--- src/rtl/mcod_pkg.sv ---
package mcod_pkg;

	localparam int TIME_W   = 32;
	localparam int PERIOD_W = 16;
	localparam int LIMIT_W  = 8;
	localparam int FAIL_W   = 8;
	localparam int CHAN_W   = 4;
	localparam int MASK_W   = 16;
	localparam int CFG_W    = 16;
	localparam int CFG_IDX_W = 2;

	// Input command codes (carried on s_axis_tuser).
	localparam logic CMD_FEED = 1'b0;
	localparam logic CMD_TICK = 1'b1;

	// Configuration register indexes.
	localparam logic [CFG_IDX_W-1:0] REG_CHECK_PERIOD = 2'd0;
	localparam logic [CFG_IDX_W-1:0] REG_FEED_TIMEOUT = 2'd1;
	localparam logic [CFG_IDX_W-1:0] REG_FAIL_LIMIT   = 2'd2;

	localparam logic [PERIOD_W-1:0] CHECK_PERIOD_RST = 16'd10;
	localparam logic [PERIOD_W-1:0] FEED_TIMEOUT_RST = 16'd10;
	localparam logic [LIMIT_W-1:0]  FAIL_LIMIT_RST   = 8'd1;
	localparam logic [FAIL_W-1:0]   FAIL_MAX         = 8'hFF;

	typedef struct packed {
		logic               tick;      // tick transfer being processed
		logic [TIME_W-1:0]  now_cur;   // counter before this item
		logic [TIME_W-1:0]  now_tick;  // counter after a tick
	} lane_ctl_t;

	typedef struct packed {
		logic [PERIOD_W-1:0] check_period;
		logic [PERIOD_W-1:0] feed_timeout;
		logic [LIMIT_W-1:0]  fail_limit;
	} cfg_regs_t;

endpackage

--- src/rtl/mcod_lane.sv ---
module mcod_lane (
	input  logic               clk,
	input  logic               arst_n,
	input  logic               step,
	input  logic               feed,
	input  mcod_pkg::lane_ctl_t ctl,
	input  mcod_pkg::cfg_regs_t cfg,
	output logic               online_d
);
	import mcod_pkg::*;

	logic [TIME_W-1:0] last_feed_q;
	logic [TIME_W-1:0] last_check_q;
	logic [FAIL_W-1:0] fails_q;
	logic              online_q;

	logic [TIME_W-1:0] check_age;
	logic [TIME_W-1:0] feed_age;
	logic              due;
	logic              stale;
	logic [FAIL_W-1:0] fails_next;
	logic              online_next;
	logic              check;

	assign check_age = ctl.now_tick - last_check_q;
	assign feed_age  = ctl.now_tick - last_feed_q;
	assign due       = check_age >= TIME_W'(cfg.check_period);
	assign stale     = feed_age > TIME_W'(cfg.feed_timeout);

	always_comb begin
		if (!stale) begin
			fails_next = '0;
		end else if (fails_q == FAIL_MAX) begin
			fails_next = fails_q;
		end else begin
			fails_next = fails_q + FAIL_W'(1);
		end
	end

	assign online_next = fails_next <= cfg.fail_limit;
	assign check       = ctl.tick && due;
	// The flag keeps its last verdict between checks.
	assign online_d    = check ? online_next : online_q;

	always_ff @(posedge clk or negedge arst_n) begin
		if (!arst_n) begin
			last_feed_q  <= '0;
			last_check_q <= '0;
			fails_q      <= '0;
			online_q     <= 1'b1;
		end else if (step) begin
			if (feed) begin
				last_feed_q <= ctl.now_cur;
			end
			if (check) begin
				last_check_q <= ctl.now_tick;
				fails_q      <= fails_next;
				online_q     <= online_next;
			end
		end
	end

endmodule

--- config.mk ---
export PLATFORM = sky130hd
export DESIGN_NAME = mcod_lane
export DESIGN_NICKNAME = d
export VERILOG_FILES = /design/src/rtl/mcod_pkg.sv /design/src/rtl/mcod_lane.sv
export SDC_FILE = /design/constraint.sdc
export NUM_CORES = 1
export LEC_CHECK = 0
export ABC_AREA = 1
export ABC_CLOCK_PERIOD_IN_PS = 10260
export BUFFER_PORTS_ARGS = -buffer_cell sky130_fd_sc_hd__buf_2
export CAP_MARGIN = 0
export CORE_UTILIZATION = 40
export DETAILED_ROUTE_END_ITERATION = 16
export SYNTH_ARGS = -nofsm -noshare
export SYNTH_HDL_FRONTEND = slang
export SYNTH_SLANG_ARGS = --single-unit
--- constraint.sdc ---
create_clock -name clk -period 10.26 [get_ports clk]
set_input_delay 1.026 -clock clk [delete_from_list [all_inputs] [get_ports clk]]
set_output_delay 1.026 -clock clk [all_outputs]
set_load 0.02 [all_outputs]
# Yosys cells after proc, flatten, opt, wreduce, memory -nomap -nowiden
# Index checks and enable logic that the tools add are counted.
# classes
n_eq_ne	1
n_addsub	3
n_lt_le_gt_ge	3
reduce_logical	3
mux	3
# ops
operator	count
subtractor 32 bit	2
>= comparator 32 x 16 -> 1 bit	1
> comparator 32 x 16 -> 1 bit	1
2-to-1 mux 8 bit	2
adder 8 x 1 -> 8 bit (second input constant)	1
== test 8 bit (second input constant)	1
less-or-equal comparator 8 bit	1
AND reduction 2 bit	2
logical AND 1 bit	1
2-to-1 mux 1 bit	1
# word_totals
ff_bits	73
elab_cells	17
out_inout_bits	1
input_bits	109

# Logic depth before layout (Yosys ltp)
# logic_depth
word_depth	5
ltp_mapped	32
mapped_depth_nobuf	32

# Worst setup path after synthesis
# Ideal clock, no wire load.
# synth_timing
path_kind	input port to output port
startpoint	input ctl[2] (netlist name)
endpoint	output online_d
t_arrival_ns	4.697
slack_ns	4.537
stages	30
t_required_ns	9.234
n_path_buf	0
cell_sequence	ha_1 a21oi_1 nand2_1 nand2_1 nand2_1 nand2_1 nand2_1 nand2_1 nand2_1 xor2_1 ha_1 a21oi_1 o21ai_0 nor2_1 nand2_1 nand2_1 nand2_1 inv_1 nand3_1 nor2_1 nand3_1 nor2_2 nor2_1 ha_1 inv_1 nor2_1 o21ai_0 a21oi_1 o22a_1 o21ai_0
# synth_via
elab_chain_len	5
word_cells_on_any_way	8
classes_between	add/sub (2); order compare (3); mux (2); reduce/logical (1)
# synth_lines
element	line_no	text
start: declaration	mcod_lane.sv:6	input mcod_pkg::lane_ctl_t ctl,
subtractor 32 bit	mcod_lane.sv:26	assign feed_age = ctl.now_tick - last_feed_q;
> comparator 32 x 16 -> 1 bit	mcod_lane.sv:28	assign stale = feed_age > TIME_W'(cfg.feed_timeout);
2-to-1 mux 8 bit	mcod_lane.sv:31	if (!stale) begin
net fails_next[1]	mcod_lane.sv:21	logic [FAIL_W-1:0] fails_next;
less-or-equal comparator 8 bit	mcod_lane.sv:40	assign online_next = fails_next <= cfg.fail_limit;
2-to-1 mux 1 bit	--	
end: declaration	mcod_lane.sv:8	output logic online_d
# The timed path passes the listed nets, and every way through them passes these cells.

# Worst setup path after layout
# Ends and elaborated chain as after synthesis.

==> results.txt <==
Endpoint class of the critical path -> primary output
Final worst-path cycle share -> 61.8%
Critical Path Most Common Cell -> nand2_1
Initial core utilization -> 41.3%
Initial antenna violation count -> 0
CTS tree -> built
Number of setup buffers added after CTS -> 0
Final hold viol count -> 0
Met2 GRT Util -> 39.5%
Min Tclk post-route -> 6.34 ns
Initial DRC count -> 553
Critical path arrival -> 5.31 ns
HPWL after detailed placement -> 21.1 mm
Share of the synthesized area in the top cell type -> 23.1%
Setup CP Type -> in -> out
Area contributors post-synth -> nand2_1 (23%), dfrtp_1 (20%), ha_1 (15%)
Area occupied by multi-input gates -> 0.00578 mm^2
Worst setup margin -> 3.92 ns
Cell Area, Synth -> 0.00882 mm^2
Largest area contributor in the netlist -> nand2_1
Sequential fraction of the synthesis area -> 20.7%
Die width -> 151 um
Maximum vdd drop -> 0.0757 mV
WL per Instance -> 13.4 um
Max-cap violation count -> 0
Die Y -> 151 um
Core footprint -> 0.0214 mm^2
Leakage power -> 6.16 nW
Finish-stage setup viols -> 0
Most frequent cells after synthesis -> nand2_1 (544), inv_1 (303), nor2_1 (149), ha_1 (103), a21oi_1 (90)
Grt met1 use -> 31.4%
# diodes -> 0
Clk pin slew, worst setup/hold paths -> 0.06 ns
Unique masters post-synth -> 37
Async SR Flop Fraction -> 100%
Final Cell Area -> 0.00996 mm^2
Reg area -> 0.00183 mm^2
Vias in the first global route -> 8359
Nets -> 1815
Area grow syn2layout -> 12.9%
Full die area -> 0.0227 mm^2
Count of input and output buffers -> 109
Max stage delay on crit path -> 0.38 ns
Worst skew pair latency -> 0.35 ns
Final ANT Viol Nets -> 0
Clk_skew -> 0.0131 ns
Largest net degree at the start of global routing -> 70
Dominant synthesized flop cell -> dfrtp_1
Pre-CTS WS -> 3.94 ns
Synthesized net count -> 1707
Finished Core Util -> 46.7%
RSZ-0062 raised after global routing -> no
Vias -> 8951
Clock root buffer -> clkbuf_16
GP Congestion -> 0.969
Row count -> 53
Max Root-Sink Buffers -> 2
Setup TNS -> 0 ns
Synth Area per Inst -> 5.91 um^2
Peak Freq -> 158 MHz
PostCTS Resize Cnt -> 0
Hold-fix buffers at CTS -> 0
YS warnings -> 0
Worst Setup Start Kind -> primary input
CTS Buf Count -> 9
Global-route wire length before repair -> 40.8 mm
Crit Path Max Fanout -> 8
Pre-Repair DR Iteration Count -> 6
Gr ovfl total -> 0
Run status -> complete, no violations
DRC errors left -> 0
Wirelength, routed -> 25.2 mm
Grt peak-use layer -> met2
Pin slew with the least headroom to its limit -> 1.17 ns
Min-Delay Path Class -> in -> async
Count leader, synth -> nand2_1
Final Slew Violations -> 0
Htree depth -> 3
Vias/cell -> 4.76
Synth Instances -> 1493
FILL cells -> 2326
Global Route Usage Sum -> 23.2%
Layout cells sized above 1 -> 10.5%
Worst path slowest cell -> ha_1
Cell Pwr Density -> 144 mW/mm^2
GR Layer Usage met3 -> 1.82%
I/O pin count -> 110
Placed instance area -> 0.00965 mm^2
CP required -> 9.23 ns
Post-synth EDFFs -> 0
Slew headroom -> 21.6%
Yosys reg bits -> 73
TritonCTS Sinks -> 73
[metal layers]
layer	share of wire, %	wire (um)
met1	49	12400
met2	46	11700
met3	3.1	774
met4	1.5	379
met5	0	0
[report_power, final]
| part | switching (mW) | total, mW | internal (mW) | leakage [nW] |
|---|---|---|---|---|
| combinational | 0.465 | 0.736 | 0.271 | 5.15 |
| sequential | 0.0258 | 0.357 | 0.331 | 0.861 |
| clock | 0.131 | 0.343 | 0.212 | 0.149 |
| total | 0.622 | 1.44 | 0.814 | 6.16 |
[final cells by class]
type | count | area share [%]
clock buffers | 10 | 2.30
clock inverters | 5 | 0.816
inverters | 303 | 11.4
multi-input cells | 1103 | 58.0
flip-flops and latches | 73 | 18.3
well taps | 275 | 3.45
repair buffers | 111 | 5.65
[path summary, 6_finish.rpt]
kind	from	end	slack [ns]	cells after the start
setup / recovery	ctl[2]	online_d	3.92	30
hold / removal	arst_n	last_check_q[27]	0.47	1
setup reg to reg	last_feed_q[2]	online_q	5.81	29
hold reg to reg	last_check_q[30]	last_check_q[30]	0.48	2
max in group asynchronous	arst_n	last_feed_q[15]	8.68	2
min in group clk	last_check_q[30]	last_check_q[30]	0.48	2
[placed cells by master (no fill, tap or decap), types with 4 or more instances in the layout]
cell type and count:
clkbuf_16 9, buf_2 108, a21oi_1 90, inv_1 303, nand3_1 60, nand2_1 543
nor2_1 149, ha_1 103, nand3_2 4, o21bai_1 11, nand4_1 16, nor2_2 6
o21ai_0 17, xnor2_1 7, dfrtp_1 72, nand2_2 26, nand3b_1 5, xor2_1 30
and2_1 5, nor3_1 12
[worst max-delay path: cells and delay by family]
family / cells / cell delay (ns)
XOR/XNOR: 1 / 0.16
adder cells (fa/ha/maj): 3 / 1.01
AND/OR/NAND/NOR: 15 / 1.69
buffers and inverters: 4 / 0.42
AO/OA/AOI/OAI: 7 / 1.01
[through the flow]
stage / total power, mW / instances / hold slack, ns
after global routing: 1.57 / 1880 / 0.465
after floorplan: 0.901 / 1493 / 0.449
after CTS: 1.44 / 1880 / 0.458
after detailed placement: 1.09 / 1865 / 0.465
after global placement: 1.08 / 1865 / 0.463
final: 1.44 / 1880 / 0.466
[cells by family (layout without fill, tap and decap cells)]
logic type                 after synthesis  after routing  share of synthesized area (%)
buffers and inverters                  317            429                           13.8
and+or+nand+nor                        834            834                           38.8
DFF                                     73             73                           20.7
xor gates and xnor gates                37             37                           3.67
AOI/OAI and AO/OA                      124            124                           7.53
adders and majority gates              105            105                           15.1
muxes                                    3              3                          0.369
[registers in the layout, indices dropped and copies added, names as in the netlist]
register and flops:
online_q 1, last_feed_q 32, last_check_q 32, fails_q 8
No activity file was read; power rests on OpenSTA's default activity.
